### config.mk
export PLATFORM = sky130hd
export DESIGN_NAME = sprite_frame_sequencer
export DESIGN_NICKNAME = d
export VERILOG_FILES = /design/src/rtl/sfs_pkg.sv /design/src/rtl/sprite_frame_sequencer.sv /design/src/rtl/sfs_div.sv
export SDC_FILE = /design/constraint.sdc
export NUM_CORES = 2
export LEC_CHECK = 0
export BUFFER_PORTS_ARGS = -buffer_cell sky130_fd_sc_hd__buf_2
export CAP_MARGIN = 20
export CORE_MARGIN = 4
export CORE_UTILIZATION = 38
export DETAILED_ROUTE_END_ITERATION = 10
export GPL_TIMING_DRIVEN = 0
export REMOVE_ABC_BUFFERS = 1
export SYNTH_ARGS = -nofsm -noshare
export SYNTH_HDL_FRONTEND = slang
export SYNTH_SLANG_ARGS = --single-unit
### constraint.sdc
create_clock -name clk -period 24.7 [get_ports clk]
set_clock_uncertainty 0.2 [all_clocks]
set_input_delay 4.94 -clock clk [delete_from_list [all_inputs] [get_ports clk]]
set_output_delay 4.94 -clock clk [all_outputs]
set_load 0.02 [all_outputs]
### src/rtl/sfs_pkg.sv
package sfs_pkg;

	// Default build parameters
	localparam int MAX_FRAMES_DEF = 256;
	localparam int FRAC_BITS_DEF  = 16;

	// Fixed field widths
	localparam int DT_W     = 16;
	localparam int SPEED_W  = 16;
	localparam int PERIOD_W = 24;
	localparam int COUNT_W  = 9;
	localparam int FRAME_W  = 8;
	localparam int TIMER_W  = 32;
	localparam int CFG_W    = 24;
	localparam int CFG_IDX_W = 3;

	// Configuration register indexes
	localparam logic [CFG_IDX_W-1:0] REG_SPEED  = 3'd0;
	localparam logic [CFG_IDX_W-1:0] REG_PERIOD = 3'd1;
	localparam logic [CFG_IDX_W-1:0] REG_PAUSE  = 3'd2;
	localparam logic [CFG_IDX_W-1:0] REG_COUNT  = 3'd3;
	localparam logic [CFG_IDX_W-1:0] REG_LOOP   = 3'd4;
	localparam logic [CFG_IDX_W-1:0] REG_EASE   = 3'd5;
	localparam logic [CFG_IDX_W-1:0] REG_ENDS   = 3'd6;
	localparam logic [CFG_IDX_W-1:0] REG_BASE   = 3'd7;

	// Loop modes
	localparam logic [1:0] LOOP_PINGPONG = 2'd0;
	localparam logic [1:0] LOOP_WRAP     = 2'd1;
	localparam logic [1:0] LOOP_ONESHOT  = 2'd2;
	localparam logic [1:0] LOOP_HOLD     = 2'd3;

	// Easing curves; other codes give no fraction
	localparam logic [2:0] EASE_LINEAR = 3'd0;
	localparam logic [2:0] EASE_IN     = 3'd1;
	localparam logic [2:0] EASE_OUT    = 3'd2;
	localparam logic [2:0] EASE_INOUT  = 3'd3;

	// Reset values of the configuration registers
	localparam logic [SPEED_W-1:0]  SPEED_RST  = 16'd256;
	localparam logic [PERIOD_W-1:0] PERIOD_RST = 24'd1000;
	localparam logic [COUNT_W-1:0]  COUNT_RST  = 9'd1;
	localparam logic [1:0]          LOOP_RST   = LOOP_WRAP;
	localparam logic [2:0]          EASE_RST   = EASE_LINEAR;

	// Sequencer states
	typedef enum logic [2:0] {
		ST_IDLE,
		ST_MUL,
		ST_ACC,
		ST_CMP,
		ST_DIV,
		ST_SQ,
		ST_EASE,
		ST_OUT
	} sfs_state_t;

	// Divider status
	typedef struct packed {
		logic busy;
		logic done;
	} sfs_div_stat_t;

endpackage

### src/rtl/sprite_frame_sequencer.sv
// Sprite frame sequencer.
// Input channel (in_valid / in_stall / tick_units): one transfer per animation tick.
// Output channel (out_valid / out_stall / sprite_* / *_now): exactly one result per tick.
// Configuration: cfg_we writes cfg_data into register cfg_index; write only while idle.
// One tick at a time: in_stall is high from the accepted transfer until its result
// has been taken. A tick first scales tick_units through the shared multiplier and
// updates the timers; a tick held in a pause then goes straight to the output. Else it
// divides timer by period one quotient bit per cycle unless the period has elapsed,
// squares the fraction on the same multiplier and, once the period has elapsed, steps
// the frame. The states run ST_MUL, ST_ACC, ST_CMP, ST_DIV, ST_SQ, ST_EASE, ST_OUT;
// ST_DIV is skipped when the period has elapsed, and the bit-serial divider makes the
// full path the longest. The next tick can be accepted in the cycle after the result transfer.
// While out_stall is high the result holds and no new tick is taken.
// Reset (arst_n low) clears timers, frame index and flags and loads the register
// defaults: speed 1.0, period 1000, one frame, wrapping, linear easing.
module sprite_frame_sequencer #(
	parameter int MAX_FRAMES = sfs_pkg::MAX_FRAMES_DEF,
	parameter int FRAC_BITS  = sfs_pkg::FRAC_BITS_DEF
) (
	input  logic                           clk,
	input  logic                           arst_n,
	input  logic                           cfg_we,
	input  logic [sfs_pkg::CFG_IDX_W-1:0]  cfg_index,
	input  logic [sfs_pkg::CFG_W-1:0]      cfg_data,
	input  logic                           in_valid,
	output logic                           in_stall,
	input  logic [sfs_pkg::DT_W-1:0]       tick_units,
	output logic                           out_valid,
	input  logic                           out_stall,
	output logic [8:0]                     sprite_whole,
	output logic [15:0]                    sprite_fraction,
	output logic                           sprite_valid,
	output logic [sfs_pkg::FRAME_W-1:0]    frame_now,
	output logic                           paused_now,
	output logic                           reversing_now
);

	localparam int EW = FRAC_BITS + 1;
	localparam int MW = (EW > sfs_pkg::SPEED_W) ? EW : sfs_pkg::SPEED_W;
	localparam int PW = 2 * MW;
	localparam int FW = FRAC_BITS + 16;
	localparam int TW = sfs_pkg::TIMER_W;
	localparam int CW = sfs_pkg::COUNT_W;
	localparam logic [EW-1:0] ONE  = EW'(1) << FRAC_BITS;
	localparam logic [EW-1:0] HALF = EW'(1) << (FRAC_BITS - 1);

	// Configuration registers
	logic [sfs_pkg::SPEED_W-1:0]  speed_q;
	logic [sfs_pkg::PERIOD_W-1:0] period_q;
	logic [sfs_pkg::PERIOD_W-1:0] pause_len_q;
	logic [CW-1:0]                count_q;
	logic [1:0]                   loop_q;
	logic [2:0]                   ease_q;
	logic                         ends_q;
	logic [7:0]                   base_q;

	// Animation state
	logic [TW-1:0]                frame_timer_q;
	logic [TW-1:0]                pause_timer_q;
	logic [sfs_pkg::FRAME_W-1:0]  idx_q;
	logic                         rev_q;
	logic                         pause_q;

	// Working registers
	sfs_pkg::sfs_state_t          state_q, state_nx;
	logic [sfs_pkg::DT_W-1:0]     dt_q;
	logic [PW-1:0]                prod_q;
	logic [EW-1:0]                f_q;
	logic                         elapsed_q;

	// Result registers
	logic [8:0]                   whole_q;
	logic [15:0]                  frac_q;
	logic                         svalid_q;
	logic [sfs_pkg::FRAME_W-1:0]  fnow_q;
	logic                         pnow_q;
	logic                         rnow_q;

	// Sequencer outputs
	logic mul_en;
	logic div_start;

	// Divider link
	logic [FRAC_BITS-1:0]         quo;
	sfs_pkg::sfs_div_stat_t       div_stat;

	// Configuration writes
	always_ff @(posedge clk or negedge arst_n) begin
		if (!arst_n) begin
			speed_q     <= sfs_pkg::SPEED_RST;
			period_q    <= sfs_pkg::PERIOD_RST;
			pause_len_q <= '0;
			count_q     <= sfs_pkg::COUNT_RST;
			loop_q      <= sfs_pkg::LOOP_RST;
			ease_q      <= sfs_pkg::EASE_RST;
			ends_q      <= 1'b0;
			base_q      <= '0;
		end else if (cfg_we) begin
			unique case (cfg_index)
				sfs_pkg::REG_SPEED:  speed_q     <= cfg_data[sfs_pkg::SPEED_W-1:0];
				sfs_pkg::REG_PERIOD: period_q    <= cfg_data;
				sfs_pkg::REG_PAUSE:  pause_len_q <= cfg_data;
				sfs_pkg::REG_COUNT:  count_q     <= cfg_data[CW-1:0];
				sfs_pkg::REG_LOOP:   loop_q      <= cfg_data[1:0];
				sfs_pkg::REG_EASE:   ease_q      <= cfg_data[2:0];
				sfs_pkg::REG_ENDS:   ends_q      <= cfg_data[0];
				sfs_pkg::REG_BASE:   base_q      <= cfg_data[7:0];
				default: ;
			endcase
		end
	end

	// Effective period and frame count
	logic [sfs_pkg::PERIOD_W-1:0] period_eff;
	logic [CW-1:0]                n_eff;
	always_comb begin
		period_eff = (period_q == '0) ? sfs_pkg::PERIOD_W'(1) : period_q;
		if (count_q == '0)
			n_eff = CW'(1);
		else if (count_q > CW'(MAX_FRAMES))
			n_eff = CW'(MAX_FRAMES);
		else
			n_eff = count_q;
	end

	// Timer accumulation with saturation
	logic [sfs_pkg::PERIOD_W-1:0] adj;
	logic [TW:0]                  ft_sum;
	logic [TW:0]                  pt_sum;
	logic [TW-1:0]                ft_sat;
	logic [TW-1:0]                pt_sat;
	logic                         hold;
	logic                         elapsed;
	always_comb begin
		adj     = prod_q[8 +: sfs_pkg::PERIOD_W];
		ft_sum  = {1'b0, frame_timer_q} + (TW + 1)'(adj);
		pt_sum  = {1'b0, pause_timer_q} + (TW + 1)'(adj);
		ft_sat  = ft_sum[TW] ? '1 : ft_sum[TW-1:0];
		pt_sat  = pt_sum[TW] ? '1 : pt_sum[TW-1:0];
		hold    = pause_q && (pt_sat < TW'(pause_len_q));
		elapsed = (frame_timer_q >= TW'(period_eff));
	end

	// Shared multiplier operands: scaling, then squaring
	logic [EW-1:0] sq_in;
	logic          low_half;
	logic [MW-1:0] mul_a;
	logic [MW-1:0] mul_b;
	always_comb begin
		low_half = (f_q < HALF);
		case (ease_q)
			sfs_pkg::EASE_OUT:   sq_in = ONE - f_q;
			sfs_pkg::EASE_INOUT: sq_in = low_half ? f_q : ((ONE - f_q) << 1);
			default:             sq_in = f_q;
		endcase
		if (state_q == sfs_pkg::ST_MUL) begin
			mul_a = MW'(dt_q);
			mul_b = MW'(speed_q);
		end else begin
			mul_a = MW'(sq_in);
			mul_b = MW'(sq_in);
		end
	end

	// Easing and position
	logic [EW-1:0] sq;
	logic [EW-1:0] sq2;
	logic [EW-1:0] eased;
	logic [FW-1:0] frac_wide;
	logic [8:0]    whole;
	always_comb begin
		sq  = prod_q[FRAC_BITS +: EW];
		sq2 = prod_q[FRAC_BITS - 1 +: EW];
		case (ease_q)
			sfs_pkg::EASE_LINEAR: eased = f_q;
			sfs_pkg::EASE_IN:     eased = sq;
			sfs_pkg::EASE_OUT:    eased = ONE - sq;
			sfs_pkg::EASE_INOUT:  eased = low_half ? sq2 : (ONE - (sq >> 1));
			default:              eased = '0;
		endcase
		if (eased > ONE)
			eased = ONE;
		frac_wide = {eased[FRAC_BITS-1:0], 16'h0000};
		whole     = {1'b0, base_q} + {1'b0, idx_q} + 9'(eased[FRAC_BITS]);
	end

	// Frame stepping
	logic [CW-1:0]               nxt;
	logic [CW-1:0]               last;
	logic [sfs_pkg::FRAME_W-1:0] idx_nx;
	logic                        rev_nx;
	logic                        pause_nx;
	always_comb begin
		nxt      = {1'b0, idx_q} + CW'(1);
		last     = n_eff - CW'(1);
		idx_nx   = idx_q;
		rev_nx   = rev_q;
		pause_nx = pause_q;
		case (loop_q)
			sfs_pkg::LOOP_PINGPONG: begin
				if (rev_q) begin
					if (idx_q <= sfs_pkg::FRAME_W'(1)) begin
						idx_nx = '0;
						rev_nx = 1'b0;
						if (ends_q)
							pause_nx = 1'b1;
					end else begin
						idx_nx = idx_q - sfs_pkg::FRAME_W'(1);
					end
				end else begin
					if (nxt >= last) begin
						idx_nx = last[sfs_pkg::FRAME_W-1:0];
						rev_nx = 1'b1;
						if (ends_q)
							pause_nx = 1'b1;
					end else begin
						idx_nx = nxt[sfs_pkg::FRAME_W-1:0];
					end
				end
			end
			sfs_pkg::LOOP_WRAP: begin
				if (nxt >= n_eff) begin
					idx_nx = '0;
					if (ends_q)
						pause_nx = 1'b1;
				end else begin
					idx_nx = nxt[sfs_pkg::FRAME_W-1:0];
				end
			end
			sfs_pkg::LOOP_ONESHOT: begin
				if (nxt >= n_eff) begin
					idx_nx   = last[sfs_pkg::FRAME_W-1:0];
					pause_nx = 1'b1;
				end else begin
					idx_nx = nxt[sfs_pkg::FRAME_W-1:0];
				end
			end
			default: ;
		endcase
	end

	// Next state
	always_comb begin
		state_nx = state_q;
		unique case (state_q)
			sfs_pkg::ST_IDLE: if (in_valid) state_nx = sfs_pkg::ST_MUL;
			sfs_pkg::ST_MUL:  state_nx = sfs_pkg::ST_ACC;
			sfs_pkg::ST_ACC:  state_nx = hold ? sfs_pkg::ST_OUT : sfs_pkg::ST_CMP;
			sfs_pkg::ST_CMP:  state_nx = elapsed ? sfs_pkg::ST_SQ : sfs_pkg::ST_DIV;
			sfs_pkg::ST_DIV:  if (div_stat.done) state_nx = sfs_pkg::ST_SQ;
			sfs_pkg::ST_SQ:   state_nx = sfs_pkg::ST_EASE;
			sfs_pkg::ST_EASE: state_nx = sfs_pkg::ST_OUT;
			sfs_pkg::ST_OUT:  if (!out_stall) state_nx = sfs_pkg::ST_IDLE;
			default:          state_nx = sfs_pkg::ST_IDLE;
		endcase
	end

	// Sequencer outputs
	always_comb begin
		in_stall  = 1'b1;
		out_valid = 1'b0;
		mul_en    = 1'b0;
		div_start = 1'b0;
		unique case (state_q)
			sfs_pkg::ST_IDLE: in_stall = 1'b0;
			sfs_pkg::ST_MUL:  mul_en = 1'b1;
			sfs_pkg::ST_CMP:  div_start = !elapsed;
			sfs_pkg::ST_SQ:   mul_en = 1'b1;
			sfs_pkg::ST_OUT:  out_valid = 1'b1;
			default: ;
		endcase
	end

	always_ff @(posedge clk or negedge arst_n) begin
		if (!arst_n)
			state_q <= sfs_pkg::ST_IDLE;
		else
			state_q <= state_nx;
	end

	// Animation state updates
	always_ff @(posedge clk or negedge arst_n) begin
		if (!arst_n) begin
			frame_timer_q <= '0;
			pause_timer_q <= '0;
			idx_q         <= '0;
			rev_q         <= 1'b0;
			pause_q       <= 1'b0;
		end else begin
			if (state_q == sfs_pkg::ST_ACC) begin
				frame_timer_q <= ft_sat;
				if (pause_q) begin
					if (hold) begin
						pause_timer_q <= pt_sat;
					end else begin
						pause_timer_q <= '0;
						pause_q       <= 1'b0;
					end
				end
			end
			if (state_q == sfs_pkg::ST_EASE && elapsed_q) begin
				frame_timer_q <= '0;
				idx_q         <= idx_nx;
				rev_q         <= rev_nx;
				pause_q       <= pause_nx;
			end
		end
	end

	// Working datapath
	always_ff @(posedge clk) begin
		if (state_q == sfs_pkg::ST_IDLE && in_valid)
			dt_q <= tick_units;
		if (mul_en)
			prod_q <= PW'(mul_a) * PW'(mul_b);
		if (state_q == sfs_pkg::ST_CMP) begin
			elapsed_q <= elapsed;
			if (elapsed)
				f_q <= ONE;
		end
		if (state_q == sfs_pkg::ST_DIV && div_stat.done)
			f_q <= {1'b0, quo};
	end

	// Result registers
	always_ff @(posedge clk) begin
		if (state_q == sfs_pkg::ST_ACC && hold) begin
			whole_q  <= '0;
			frac_q   <= '0;
			svalid_q <= 1'b0;
			fnow_q   <= idx_q;
			pnow_q   <= 1'b1;
			rnow_q   <= rev_q;
		end
		if (state_q == sfs_pkg::ST_EASE) begin
			whole_q  <= whole;
			frac_q   <= frac_wide[FRAC_BITS +: 16];
			svalid_q <= 1'b1;
			fnow_q   <= elapsed_q ? idx_nx : idx_q;
			pnow_q   <= elapsed_q ? pause_nx : pause_q;
			rnow_q   <= elapsed_q ? rev_nx : rev_q;
		end
	end

	sfs_div #(
		.FRAC_BITS (FRAC_BITS)
	) u_div (
		.clk      (clk),
		.arst_n   (arst_n),
		.start    (div_start),
		.dividend (frame_timer_q[sfs_pkg::PERIOD_W-1:0]),
		.divisor  (period_eff),
		.quotient (quo),
		.stat     (div_stat)
	);

	assign sprite_whole    = whole_q;
	assign sprite_fraction = frac_q;
	assign sprite_valid    = svalid_q;
	assign frame_now       = fnow_q;
	assign paused_now      = pnow_q;
	assign reversing_now   = rnow_q;

endmodule

### src/rtl/sfs_div.sv
// Restoring divider: quotient = (dividend << FRAC_BITS) / divisor, one bit per cycle.
// Requires dividend < divisor, so the quotient fits in FRAC_BITS bits.
module sfs_div #(
	parameter int FRAC_BITS = sfs_pkg::FRAC_BITS_DEF
) (
	input  logic                          clk,
	input  logic                          arst_n,
	input  logic                          start,
	input  logic [sfs_pkg::PERIOD_W-1:0]  dividend,
	input  logic [sfs_pkg::PERIOD_W-1:0]  divisor,
	output logic [FRAC_BITS-1:0]          quotient,
	output sfs_pkg::sfs_div_stat_t        stat
);

	localparam int CNT_W = $clog2(FRAC_BITS);
	localparam int RW    = sfs_pkg::PERIOD_W + 1;

	logic [sfs_pkg::PERIOD_W-1:0] rem_q;
	logic [sfs_pkg::PERIOD_W-1:0] dvs_q;
	logic [FRAC_BITS-1:0]         quo_q;
	logic [CNT_W-1:0]             cnt_q;
	logic                         busy_q;
	logic                         done_q;

	logic [RW-1:0] trial;
	logic [RW-1:0] diff;
	logic          fits;

	// One trial subtract per cycle
	always_comb begin
		trial = {rem_q, 1'b0};
		diff  = trial - {1'b0, dvs_q};
		fits  = (trial >= {1'b0, dvs_q});
	end

	// Control
	always_ff @(posedge clk or negedge arst_n) begin
		if (!arst_n) begin
			busy_q <= 1'b0;
			done_q <= 1'b0;
			cnt_q  <= '0;
		end else begin
			done_q <= 1'b0;
			if (start) begin
				busy_q <= 1'b1;
				cnt_q  <= '0;
			end else if (busy_q) begin
				cnt_q <= cnt_q + CNT_W'(1);
				if (cnt_q == CNT_W'(FRAC_BITS - 1)) begin
					busy_q <= 1'b0;
					done_q <= 1'b1;
				end
			end
		end
	end

	// Remainder and quotient
	always_ff @(posedge clk) begin
		if (start) begin
			rem_q <= dividend;
			dvs_q <= divisor;
			quo_q <= '0;
		end else if (busy_q) begin
			rem_q <= fits ? diff[sfs_pkg::PERIOD_W-1:0] : trial[sfs_pkg::PERIOD_W-1:0];
			quo_q <= {quo_q[FRAC_BITS-2:0], fits};
		end
	end

	assign quotient  = quo_q;
	assign stat.busy = busy_q;
	assign stat.done = done_q;

endmodule

==> run metrics <==
status=complete, no violations; Clock Latency Late Sink=0.59 ns; Initial Util=0.383; Async SR Flop Fraction=0.517; CTS max path bufs=3; num rows=103; M1 wire length=37.2 mm; synthesized area per cell=8.95 µm²; H-tree depth=2; setup TNS=0 ns; CTS-repair resized insts=0; layout filler cell count=7834; CP Data Required Time=24.80 ns; initial antenna violation count=0; Data arrival, critical path=11.06 ns; max-slew violation count=0; TritonCTS clock tree=built; Die Y=290 µm; GP Congestion=0.913; I/O pin count=86; die area=84100 µm²; relative slew slack=0.199; Ant. Diodes=0; die width=290 µm; Post-route DRC=0; most common cell in the netlist=nand2_1; antenna-violating nets left=0; Setup violations, final=0; max_cap viols=0; Layout Cells excl Fill=4454; top cell type's share of synthesized area=0.150; Startpoint Class=flop; DR vias/cell=5.39; max layer used=met4; Inst Count DP=4377; Main synth FF type=dfrtp_1; number of DRC markers in iteration 0=1600; setup bufs post-CTS=0; Routed met3 length=5.51 mm; Final nets=3900; Critical Path Sink Type=flop; clock sink count=329; synth unique cells=90; #FFs+latches synth=329; RSZ-0062 raised after global routing=no; core area=78900 µm²; CTS clk-pin slew, worst paths=0.06 ns; critical path type=flop to flop; DP HPWL=65.2 mm; number of global-route vias before repair=23400; Final Routed Wirelength=84.2 mm; DRT Pass-1 Iters=5; Avg WL per Cell=18.9 µm; register area share after synthesis=0.293; largest net degree at the start of global routing=110; Post-Synthesis Cells=3379; post-synthesis cell area=30200 µm²; clock root buffer=clkbuf_16; first-pass GRT wire length=133 mm; Hold Crit Class=flop to flop; Max Clock Freq=91.2 MHz; warnings from Yosys=0; Final Hold Fails=0; share of cells above drive strength 1=0.0861; shortest period the worst path allows=10.96 ns; CTS Buf Count=40; via count=24000; cts hold-fix bufs=0; crit share post-route=0.444; EDFF count, synth=141; worst-path fanout max=23; total gr overflow=0; Port Buffers=85; wire length on met2=39.5 mm; Least-Margin Pin Slew=1.20 ns; top cells by instance count after synthesis=nand2_1, inv_1, nor2_1, ha_1, fa_1; Tot GR Track Use=0.196; cell taking the most area after synthesis=fa_1; Layout Area Growth over Synthesis=9.72%; top cells by area, synth=fa_1, edfxtp_1, dfrtp_1
==> placed cells by master (no fill, tap or decap), drive strengths merged, types with 13 or more instances in the layout <==
master | netlist | layout
a21oi | 183 | 183
xnor2 | 87 | 87
nand2b | 21 | 21
o21bai | 14 | 14
buf | 13 | 114
and3 | 24 | 24
o21a | 39 | 39
a221oi | 14 | 14
or3 | 22 | 22
clkinv | 1 | 15
nor4 | 17 | 17
ha | 254 | 254
o211ai | 20 | 20
nand3 | 39 | 39
nor3 | 65 | 65
fa | 226 | 226
mux2 | 46 | 46
o31ai | 34 | 34
nand4 | 27 | 27
o22ai | 13 | 13
xor2 | 49 | 49
and2 | 59 | 59
a31oi | 43 | 43
nor2b | 30 | 30
dfxtp | 18 | 18
mux2i | 34 | 34
nand2 | 410 | 410
clkbuf | 150 | 46
a21o | 43 | 43
a211oi | 28 | 28
dfrtp | 161 | 161
nor2 | 329 | 329
inv | 408 | 410
or2 | 19 | 19
edfxtp | 141 | 141
o21ai | 150 | 150
==> layer usage <==
| layer | up-vias | global-route usage |
|---|---|---|
| li1 | 11500 | - |
| met1 | 11800 | 0.268 |
| met2 | 652 | 0.326 |
| met3 | 111 | 0.0357 |
| met4 | 0 | 0.0455 |
| met5 | - | 0 |
==> path summary, 6_finish.rpt <==
| path | startpoint | to | cells past startpoint | slack [ns] |
|---|---|---|---|---|
| max | ease_q[1] | prod_q[32] | 25 | 13.74 |
| min | period_q[23] | u_div.dvs_q[23] | 0 | 0.28 |
| max reg2reg | ease_q[1] | prod_q[32] | 25 | 13.74 |
| min reg2reg | period_q[23] | u_div.dvs_q[23] | 0 | 0.28 |
| max in group asynchronous | arst_n | pause_len_q[14] | 2 | 19.18 |
| min in group asynchronous | arst_n | idx_q[0] | 1 | 4.07 |
==> layout make-up <==
| type | instances | area [µm²] | share of cell area |
|---|---|---|---|
| Clock buffer | 46 | 1020 | 0.0309 |
| Clock inverter | 28 | 379 | 0.0114 |
| Inverter | 409 | 1540 | 0.0463 |
| Multi-Input combinational cell | 2478 | 19200 | 0.580 |
| Sequential cell | 329 | 8860 | 0.267 |
| Tap cell | 1050 | 1310 | 0.0396 |
| Timing Repair Buffer | 114 | 805 | 0.0243 |
==> stage by stage <==
stage | util | setup WS [ns] | hold slack, ns | area (µm²)
2_1_floorplan | - | 15.53 | 0.247 | 29600
3_3_place_gp | 0.397 | 11.77 | 0.259 | 31300
3_5_place_dp | 0.402 | 14.02 | 0.267 | 31700
4_1_cts | 0.420 | 13.91 | 0.280 | 33100
5_1_grt | 0.420 | 13.19 | 0.296 | 33200
6_report | 0.420 | 13.74 | 0.277 | 33200
==> worst max-delay path, cell delays in order, from the launching register on <==
cell	delay [ns]
dfrtp_1	0.99
nor2b_1	0.99
and2_1	0.63
nand2_1	0.35
o32ai_1	0.42
a221oi_1	0.24
buf_2	0.28
nor2_1	0.64
nand2_1	0.19
fa_1	0.54
fa_1	0.50
inv_1	0.05
fa_1	0.53
fa_1	0.55
fa_1	0.55
inv_1	0.05
fa_1	0.57
inv_1	0.06
ha_1	0.33
nand3_1	0.13
o31ai_1	0.85
o31ai_1	0.29
o21bai_1	0.34
o21a_1	0.17
a21oi_1	0.07
xnor2_1	0.13
==> cell families (layout without fill, tap and decap cells) <==
group | count (synthesis) | in the layout | share of synthesized area
compound gates | 679 | 679 | 0.146
xor+xnor | 136 | 136 | 0.0394
fa+ha+maj | 480 | 480 | 0.255
buf+inv | 572 | 597 | 0.0721
flops | 329 | 329 | 0.293
mux | 80 | 80 | 0.0284
simple gates | 1103 | 1103 | 0.166
==> flip-flops by register name, indices dropped and copies added (netlist names), 2 cells and up <==
register,count
pause_len_q,24
state_q,3
u_div.rem_q,24
sprite_whole,9
u_div.dvs_q,24
period_q,24
prod_q,25
loop_q,2
f_q,17
idx_q,8
frame_timer_q,32
count_q,9
frame_now,8
pause_timer_q,32
ease_q,3
speed_q,16
dt_q,16
base_q,8
sprite_fraction,16
u_div.quotient,16
u_div.cnt_q,4
Power is not shown: default switching activity piles up to over one toggle a cycle in this logic, so the estimate is an artifact.
